File: config.mk
export PLATFORM = sky130hd
export DESIGN_NAME = skhst_ctrl
export DESIGN_NICKNAME = d
export VERILOG_FILES = /design/src/skhst_pkg.sv /design/src/skhst_ctrl.sv
export SDC_FILE = /design/constraint.sdc
export NUM_CORES = 1
export LEC_CHECK = 0
export ABC_CLOCK_PERIOD_IN_PS = 1340
export BUFFER_PORTS_ARGS = -buffer_cell sky130_fd_sc_hd__buf_4
export CORE_AREA = 2 2 39 41
export CTS_BUF_LIST = sky130_fd_sc_hd__clkbuf_16
export DETAILED_ROUTE_END_ITERATION = 10
export DIE_AREA = 0 0 41 43
export MAX_ROUTING_LAYER = met4
export SLEW_MARGIN = 20
export SYNTH_ARGS = -nofsm -noshare
export SYNTH_HDL_FRONTEND = slang
export SYNTH_SLANG_ARGS = --single-unit
File: constraint.sdc
create_clock -name clk -period 1.34 [get_ports clk]
set_input_delay 0.067 -clock clk [delete_from_list [all_inputs] [get_ports clk]]
set_output_delay 0.067 -clock clk [all_outputs]
set_load 0.005 [all_outputs]
File: src/skhst_pkg.sv
// shared types and constants for the string keyed hash slot table
`timescale 1ns / 1ps

package skhst_pkg;

  // djb2 starting value
  localparam logic [63:0] HASH_INIT = 64'd5381;

  // divider: remainder bits resolved per cycle and cycles per hash
  localparam int DIV_BITS = 4;
  localparam int DIV_CYCLES = 64 / DIV_BITS;
  localparam int DIV_CNT_W = $clog2(DIV_CYCLES);

  // modulus and remainder width (slot count register width)
  localparam int MOD_W = 11;

  // controller states
  typedef enum logic [2:0] {
    ST_CLEAR,
    ST_IDLE,
    ST_DIV,
    ST_READ,
    ST_FINISH
  } state_t;

  // commands from controller to datapath
  typedef struct packed {
    logic hash;
    logic start;
    logic div_step;
    logic clr_en;
    logic rd;
    logic commit;
  } cmd_t;

  // status from datapath to controller
  typedef struct packed {
    logic clr_last;
    logic div_last;
    logic out_busy;
  } sts_t;

endpackage

File: src/skhst_ctrl.sv
// controller state machine for the hash slot table
`timescale 1ns / 1ps

module skhst_ctrl (
  input  logic                clk,
  input  logic                rst,
  input  logic                in_valid,
  input  logic                name_last,
  input  skhst_pkg::sts_t     sts,
  output logic                in_stall,
  output skhst_pkg::cmd_t     cmd
);

  skhst_pkg::state_t state;
  skhst_pkg::state_t state_next;

  // state register
  always_ff @(posedge clk) begin
    if (rst) begin
      state <= skhst_pkg::ST_CLEAR;
    end else begin
      state <= state_next;
    end
  end

  // next state
  always_comb begin
    state_next = state;
    case (state)
      skhst_pkg::ST_CLEAR: begin
        if (sts.clr_last) state_next = skhst_pkg::ST_IDLE;
      end
      skhst_pkg::ST_IDLE: begin
        if (in_valid && name_last) state_next = skhst_pkg::ST_DIV;
      end
      skhst_pkg::ST_DIV: begin
        if (sts.div_last) state_next = skhst_pkg::ST_READ;
      end
      skhst_pkg::ST_READ: begin
        state_next = skhst_pkg::ST_FINISH;
      end
      skhst_pkg::ST_FINISH: begin
        if (!sts.out_busy) state_next = skhst_pkg::ST_IDLE;
      end
      default: begin
        state_next = skhst_pkg::ST_CLEAR;
      end
    endcase
  end

  // outputs
  always_comb begin
    cmd = '0;
    in_stall = 1'b1;
    case (state)
      skhst_pkg::ST_CLEAR: begin
        cmd.clr_en = 1'b1;
      end
      skhst_pkg::ST_IDLE: begin
        in_stall = 1'b0;
        cmd.hash = in_valid && !name_last;
        cmd.start = in_valid && name_last;
      end
      skhst_pkg::ST_DIV: begin
        cmd.div_step = 1'b1;
      end
      skhst_pkg::ST_READ: begin
        cmd.rd = 1'b1;
      end
      skhst_pkg::ST_FINISH: begin
        cmd.commit = !sts.out_busy;
      end
      default: begin
        cmd = '0;
      end
    endcase
  end

endmodule

==> results.md, run 1 <==
- The flow ran to the end, and the final reports show no timing, DRC or antenna violations.
- The net switching power is approximately 110 uW.
- state holds more flip-flops than any other register.
- The number of max-slew violations in the final report was 0.
- The path type of the worst min-delay path is in2reg.
- The clock network latency to the later pin of the worst-skew pair is between 0.2 and 0.25 ns.
- In this run the clock root is driven by a sky130_fd_sc_hd__clkbuf_16.
- The synthesized net count is 33.
- In the post-synthesis netlist, the biggest area contributors are sky130_fd_sc_hd__dfxtp_1 (31%), sky130_fd_sc_hd__nor2_1 (12%), sky130_fd_sc_hd__nand2_1 (7.7%), sky130_fd_sc_hd__a31oi_1 (6.4%), sky130_fd_sc_hd__nor3b_2 (6.4%).
- In this run the tightest slew margin relative to its limit is 80.4%.
- The core region is roughly 1400 um^2.
- Row generation in the floorplan step produced 14 rows.
- The overall global routing resource usage is 7.41%.
- STA classifies the critical path startpoint as a flip-flop.
- The startpoint-to-endpoint class of the critical path is reg2out.
- The worst vdd rail ir drop is slightly above 600 uV.
- The CTS tree is yes.
- The post-route clock period utilization is 91.1%.
- Timing analysis after detailed placement gives a worst setup slack of 0.294 ns.
- For this run, the number of Yosys warnings is 0.
- The total power density per cell area is between 1500 and 2000 nW/um^2.
- Including well taps, the total number of placed cells is 54.
- The largest registers in the layout are state: 3 flops.
- In the final routed layout, each cell accounts on average for 8.72 um.
- The total power of the final layout is 629 uW.
- In this run the horizontal extent of the chip is slightly above 40 um.
- The number of DRC violations after detailed routing is 0.
- The y dimension of the die is between 40 and 50 um.
- Summed over all instances, the cell type with the most area after synthesis is sky130_fd_sc_hd__dfxtp_1.
- The number of hold violations in the final report is 0.
- Entering global routing, the biggest net connects 10 pins.
- The die footprint is between 1500 and 2000 um^2.
- The post-route clock skew is around 0.00047 ns.
- The TritonCTS sink count is 3.
- The top fanout value on the critical path is 7.
- Setup slack on the critical path of the routed design comes to roughly 0.12 ns.
- The worst setup path is captured at a primary output.
- The netlist area before placement is slightly below 200 um^2.
- The total overflow left after global routing is 0.
- In this run, the number of DRC markers left after iteration 0 of detailed routing was 2.
- Setup repair after global routing left no endpoint under its margin.
- The highest-delay cell along the critical path is sky130_fd_sc_hd__dfxtp_1.
- The routability-driven placement congestion ratio is roughly 0.77.
- The top cell family by delay on the critical path is flip-flops.
- From synthesis to final layout, the design area changed by 98.7%.
- 14 I/O pins were placed.
- The shortest clock period the worst path allows after layout is between 1 and 1.5 ns.
- In the final design database the tool counted 50 nets.
- The async set or reset register ratio after synthesis is 0%.
- The total detailed-routing wirelength is 506 um.
- The number of standard cells after synthesis is 26.
- The post-route netlist has about 45% of its cells at a drive strength greater than 1.
- The number of resized instances in the post-cts repair step is 0.
- Once the floorplan was initialized, standard cells occupied between 10% and 20% of the core.
- For this run, the slowest stage of the critical path takes roughly 0.45 ns.
- The signal on the critical path passes through nor3b_1, buf_4.
- The internal power of the cells is around 520 uW.
- The number of iterations in the first detailed-routing pass is 3.
- At the pin with the least slew margin, the transition time is between 0.2 and 0.3 ns.
- The buffer and inverter count on the worst path is 1.
- The number of standard cells in the layout, taps in and fillers out is 58.
- For this design the static power due to leakage is between 0.00015 and 0.0002 uW.
- In this run the remaining antenna-violating nets after routing total 0.
- For the final routed database, the setup TNS stands at 0 ns.
- The initial antenna violation count is 0.
- The most numerous cell in the Yosys netlist is sky130_fd_sc_hd__nor2_1.
- The routed layout has 236 vias.
- The clock passes through at most 2 buffers.
- The number of violations of the max-capacitance limit is 0.
- Among all flip-flop cells after synthesis, the most frequent one is sky130_fd_sc_hd__dfxtp_1.
- The synthesized flop and latch total is 3.
- The required arrival time at the worst endpoint is 1.27 ns.
- The relative contribution of combinational cells to total power is between 10% and 20%.
- The register clock-pin slew on the reported worst setup and hold paths is ~0.030 ns.
- The clock network is responsible for between 70% and 80% of the overall power.
- Of the post-synthesis cell area, the dominant cell type holds 30.8%.
- The number of enable flip-flop cells after synthesis is 0.
- The via count of the first global-routing pass is between 200 and 250.
- Hold repair after CTS inserted 0 buffers.
- In this run, CTS created clock tree buffers numbering 3.
- The number of setup buffers added after CTS is 0.
- The first global-routing pass estimated ~800 um of wire.
- For this run, the register share of the synthesized area comes to roughly 30%.
- CTS built an H-tree with a depth of 1.
- Of the total power, the share spent switching nets is between 15 and 20%.
- The part of the power in registers is between 15 and 20%.
- The average footprint of a synthesized cell is about 7.5 um^2.
- Data arrives at the worst endpoint at between 1 and 1.5 ns.
- The mean number of vias per cell is roughly 4.
- Counting the fill cells in the layout gives 151.
- 0 antenna diodes ended up in the layout.
- In this run the tool buffered the top-level ports with 13 buffer cells.
- After synthesis, the most frequently instantiated cells are sky130_fd_sc_hd__nor2_1 (6), sky130_fd_sc_hd__nand2_1 (4), sky130_fd_sc_hd__dfxtp_1 (3).
- The register with the most flip-flops in the layout has 3 of them.
- The number of endpoints failing setup at the final stage is 0.
- Timing would allow up to ~800 MHz.
- The HPWL after detailed placement is roughly 400 um.
- The number of distinct library cells after synthesis is 14.
## worst paths after layout
kind	cells past startpoint	from	end	slack [ns]
max	2	state[1]$_SDFFE_PP0P_	cmd[3]	0.12
min	2	rst	state[0]$_SDFFE_PP0P_	0.009
max reg2reg	3	state[2]$_SDFFE_PP0P_	state[0]$_SDFFE_PP0P_	0.29
min reg2reg	2	state[0]$_SDFFE_PP0P_	state[0]$_SDFFE_PP0P_	0.56
## layout make-up
type | count | area (um^2) | share of cell area [%]
clock buffer | 3 | 75.1 | 19.4
clock inverter | 1 | 3.75 | 0.968
inverter | 1 | 3.75 | 0.968
multi-input combinational | 21 | 126 | 32.6
sequential | 3 | 61.3 | 15.8
tap | 16 | 20.0 | 5.16
timing repair buffer | 13 | 97.6 | 25.2
## cells in the final DEF (no fill, tap or decap)
master | Yosys | layout
sky130_fd_sc_hd__buf_4 | 0 | 13
sky130_fd_sc_hd__nor2_1 | 6 | 6
sky130_fd_sc_hd__nand2_1 | 4 | 4
sky130_fd_sc_hd__clkbuf_16 | 0 | 3
sky130_fd_sc_hd__inv_1 | 1 | 2
sky130_fd_sc_hd__nor3_1 | 2 | 2
sky130_fd_sc_hd__a31oi_1 | 2 | 2
sky130_fd_sc_hd__dfxtp_1 | 3 | 2
sky130_fd_sc_hd__nor3b_1 | 1 | 1
sky130_fd_sc_hd__and3b_1 | 1 | 1
sky130_fd_sc_hd__nor3b_4 | 0 | 1
sky130_fd_sc_hd__nand2b_1 | 1 | 1
sky130_fd_sc_hd__a21o_1 | 1 | 1
sky130_fd_sc_hd__a211o_1 | 1 | 1
sky130_fd_sc_hd__a21oi_2 | 1 | 1
sky130_fd_sc_hd__dfxtp_2 | 0 | 1
## worst register-to-register path: stages, from the launching register on
cell and delay (ns):
sky130_fd_sc_hd__dfxtp_1 0.38, sky130_fd_sc_hd__a21o_1 0.19, sky130_fd_sc_hd__a211o_1 0.30, sky130_fd_sc_hd__a21oi_2 0.12
## layer usage
layer | global-route usage (%) | part of all wire, % | up-vias
met5 | - | 0 | -
met4 | 4.00 | 0 | 0
met3 | 6.28 | 9.5 | 0
met2 | 9.38 | 44 | 8
met1 | 7.72 | 46 | 107
li1 | - | - | 121
## power groups by stage
stage | combinational, uW | sequential [uW] | clock (uW)
floorplan | 30.6 | 101 | 0
global placement | 65.8 | 102 | 0
detailed placement | 65.9 | 103 | 0
CTS | 66.1 | 101 | 468
global route | 76.7 | 104 | 478
finish | 67.8 | 103 | 458
## through the flow
stage	hold slack [ns]	cell area, um^2	utilization, %
final	0.00904	388	28.0
after global routing	0.0199	388	28.0
after CTS	0.0127	380	27.5
after detailed placement	0.242	302	21.8
after global placement	0.251	302	21.8
after floorplan	0.129	195	-
## cell families after synthesis
| kind of cell | after synthesis | share of synthesized area (%) |
|---|---|---|
| AOI/OAI and AO/OA | 5 | 19.2 |
| and+or+nand+nor | 16 | 42.3 |
| buffers and inverters | 2 | 7.69 |
| DFF | 3 | 30.8 |
Power figures use the tool's default switching activity.
==> inputs of run 2 (changes only) <==
--- a/config.mk
+++ b/config.mk
@@ -11,6 +11,7 @@
 export CTS_BUF_LIST = sky130_fd_sc_hd__clkbuf_16
 export DETAILED_ROUTE_END_ITERATION = 10
 export DIE_AREA = 0 0 41 43
+export HOLD_SLACK_MARGIN = 0.15
 export MAX_ROUTING_LAYER = met4
 export SLEW_MARGIN = 20
 export SYNTH_ARGS = -nofsm -noshare
==> run 2 against run 1 <==
Cell area increased by 10%. Sequential share of layout area down 1.5 points. Via count is 6.4% higher. Die area did not move. Cell count rose by 6.9%. First-iteration DRC count unchanged. Core utilization increased by 2.9 points. Non-clock buffer count rose by 4. Clock power hardly changed. Flip-flop and latch count unchanged. Largest cell class is now non-clock buffers.
==> results.md, run 2 (synthesis gave the netlist of run 1 again) <==
- The part of the power in registers is 16.1%.
- The level count of the clock H-tree is 1.
- The critical path in this run is classified as reg2out.
- STA classifies the critical path endpoint as a primary output.
- The proportion of layout cells with a drive suffix above 1 is 41.3%.
- The via count of the routed design is ~250.
- The residual antenna-violating net count after detailed routing is 0.
- The number of placed I/O pins is 14.
- The routability-driven placement congestion ratio is roughly 0.77.
- In this run the tightest slew margin relative to its limit is roughly 80%.
- For this run, the detailed router's first-pass iteration total came to 3.
- Of the total power, the share spent switching nets is 17.3%.
- No sink is reached through more buffers than the 2 on the longest clock path.
- The mean number of vias per cell is just over 4.
- The core area is 1380 um^2.
- The post-route clock skew is between 0.0004 and 0.0005 ns.
- Clock latency on the worst-skew pair, taken at its later pin, is 0.22 ns.
- For met2 alone, demand over resource in global routing was between 10 and 15%.
- Across all setup checks in the final design, the least slack found is 0.111 ns.
- Timing analysis after detailed placement gives a worst setup slack of slightly below 0.3 ns.
- The internal power of the cells is 529 uW.
- The number of hold violations in the final report was 0.
- The via count of the first global-routing pass is 236.
- In the routed design, unresolved DRC markers number 0.
- Once the floorplan was initialized, standard cells occupied ~14% of the core.
- The worst hold path stage count is 4.
- The count of fill cells added during filler insertion is around 150.
- The fmax is 813 MHz.
- The clock buffer count from CTS is 3.
- The static leakage is about 0.00021 uW.
- The die footprint is between 1500 and 2000 um^2.
- Setup repair after global routing left no endpoint under its margin.
- The highest-delay cell along the critical path is sky130_fd_sc_hd__dfxtp_1.
- Combinational logic burns 12.2% of the power.
- The wire length of the first global-routing pass is roughly 880 um.
- The critical path goes through nor3b_1, buf_4.
- The top fanout value on the critical path is 7.
- For this design the total switching power over the nets is ~110 uW.
- The largest registers in the layout are state: 3 flops.
- The number of cells after detailed placement is 54.
- The number of max-slew violations in the final report was 0.
- The number of I/O port buffers is 13.
- The TritonCTS sink count is 3.
- The final layout contains routed wiring with a total length of between 500 and 600 um.
- For this run, global-route usage on met3 was measured as 6.28%.
- The root buffer cell is sky130_fd_sc_hd__clkbuf_16.
- The worst path uses 91.7% of the clock period.
- The multi-input gate area in the final layout is ~130 um^2.
- The worst vdd rail ir drop is about 620 uV.
- The finished layout holds 62 standard cells, fillers aside.
- The run finished with clean final reports.
- Power spread over the standard cell area amounts to about 1500 nW/um^2.
- The y dimension of the die is 43 um.
- The global-route track usage on met1 is around 8.0%.
- The register clock-pin slew on the reported worst setup and hold paths is approximately 0.03 ns.
- In this run the worst hold path is classified as in2reg.
- The number of endpoints failing setup at the final stage is 0.
- Leaving out fill and tap cells, the most frequent cell in the layout is sky130_fd_sc_hd__buf_4.
- The shortest clock period the worst path allows after layout is between 1 and 1.5 ns.
- The CTS tree is yes.
- The number of violations of the max-capacitance limit is 0.
- Entering global routing, the biggest net connects 10 pins.
- Dividing the detail-routed wire length by the instance count gives just under 9 um.
- The initial antenna violation count was 0.
- Global routing consumed, over all layers together, between 8 and 9% of the routing resources.
- The number of antenna diodes in the final layout is 0.
- Ranked by flip-flop count, first place goes to state.
- At the pin with the least slew margin, the transition time is 0.293 ns.
- After global routing the overflow that remains totals 0.
- The share of total power dissipated in the clock network is a little under three quarters.
- The total power of the final layout is about 640 uW.
- After the last flow step, the layout net total stands at 54.
- The number of design-rule violations left by the first detailed-router iteration is 2.
- The register cell area after layout is 61.3 um^2.
- The HPWL after detailed placement is between 300 and 400 um.
- STA puts the critical path data required time at 1.27 ns.
- The logic depth of the worst register-to-register path is 3.
- The data arrival at the endpoint of the critical path is between 1 and 1.5 ns.
- The number of flip-flops under the largest register name is 3.
- Leaving out fill and tap cells, the most frequent cells in the layout are sky130_fd_sc_hd__buf_4 (13), sky130_fd_sc_hd__nor2_1 (6), sky130_fd_sc_hd__nand2_1 (4), sky130_fd_sc_hd__dlygate4sd3_1 (4), sky130_fd_sc_hd__clkbuf_16 (3).
- From synthesis to final layout, the design area changed by 119%.
- STA classifies the critical path startpoint as a flip-flop.
- The largest incremental delay on the critical path is 0.45 ns.
- The total negative setup slack is 0 ns.
- The site row count is 14.
- The routing layer with the top usage in global route is met2.
- From left edge to right edge, the die measures ~40 um.
-- run 2: cell count changes in the layout (fill, tap and decap cells not counted), sizes merged --
cell,before,now
dlygate4sd3,0,4
-- run 2: power by group through the flow --
stage / Clock [uW] / Combinational, uW / Sequential, uW
after floorplan: 0 / 30.6 / 101
after global placement: 0 / 65.8 / 102
after detailed placement: 0 / 65.9 / 103
after CTS: 468 / 75.3 / 101
after global routing: 478 / 86.6 / 104
final: 458 / 77.6 / 103
-- run 2: path summary, 6_finish.rpt --
check,start,slack [ns],end
setup reg to reg,state[2]$_SDFFE_PP0P_,0.29,state[0]$_SDFFE_PP0P_
setup / recovery,state[1]$_SDFFE_PP0P_,0.11,cmd[3]
hold reg to reg,state[0]$_SDFFE_PP0P_,0.56,state[0]$_SDFFE_PP0P_
hold / removal,sts[1],0.23,state[0]$_SDFFE_PP0P_
-- run 2: cell type report --
cell class,instances,share of cell area [%]
inverter,1,0.877
tap,16,4.68
clock buffer,3,17.5
clock inverter,1,0.877
sequential,3,14.3
multi-input combinational,21,29.5
timing repair buffer,17,32.2
-- run 2: per-stage QoR --
| stage | utilization, % | hold slack [ns] | cell area, um^2 |
|---|---|---|---|
| 6_report | 30.9 | 0.229 | 428 |
| 4_1_cts | 30.4 | 0.231 | 420 |
| 2_1_floorplan | - | 0.129 | 195 |
| 3_5_place_dp | 21.8 | 0.242 | 302 |
| 5_1_grt | 30.9 | 0.259 | 428 |
| 3_3_place_gp | 21.8 | 0.251 | 302 |
-- run 2: timing repair --
item | CTS | global route
gates resized for setup | 0 | 2
hold endpoints to repair | 3 | 0
buffers inserted | 0 | 0
endpoints found under the setup margin | 0 | 2
hold buffers | 4 | 0
-- run 2: per-layer routing --
metal,share of wire (%),wire length (um)
met1,45,247
met3,8.3,46
met5,0,0
met2,47,261
met4,0,0
-- run 2: worst max-delay path: cells and delay by family (launching register included) --
kind,cells,cell delay (ns)
flops,1,0.45
simple gates,1,0.32
buf+inv,1,0.17
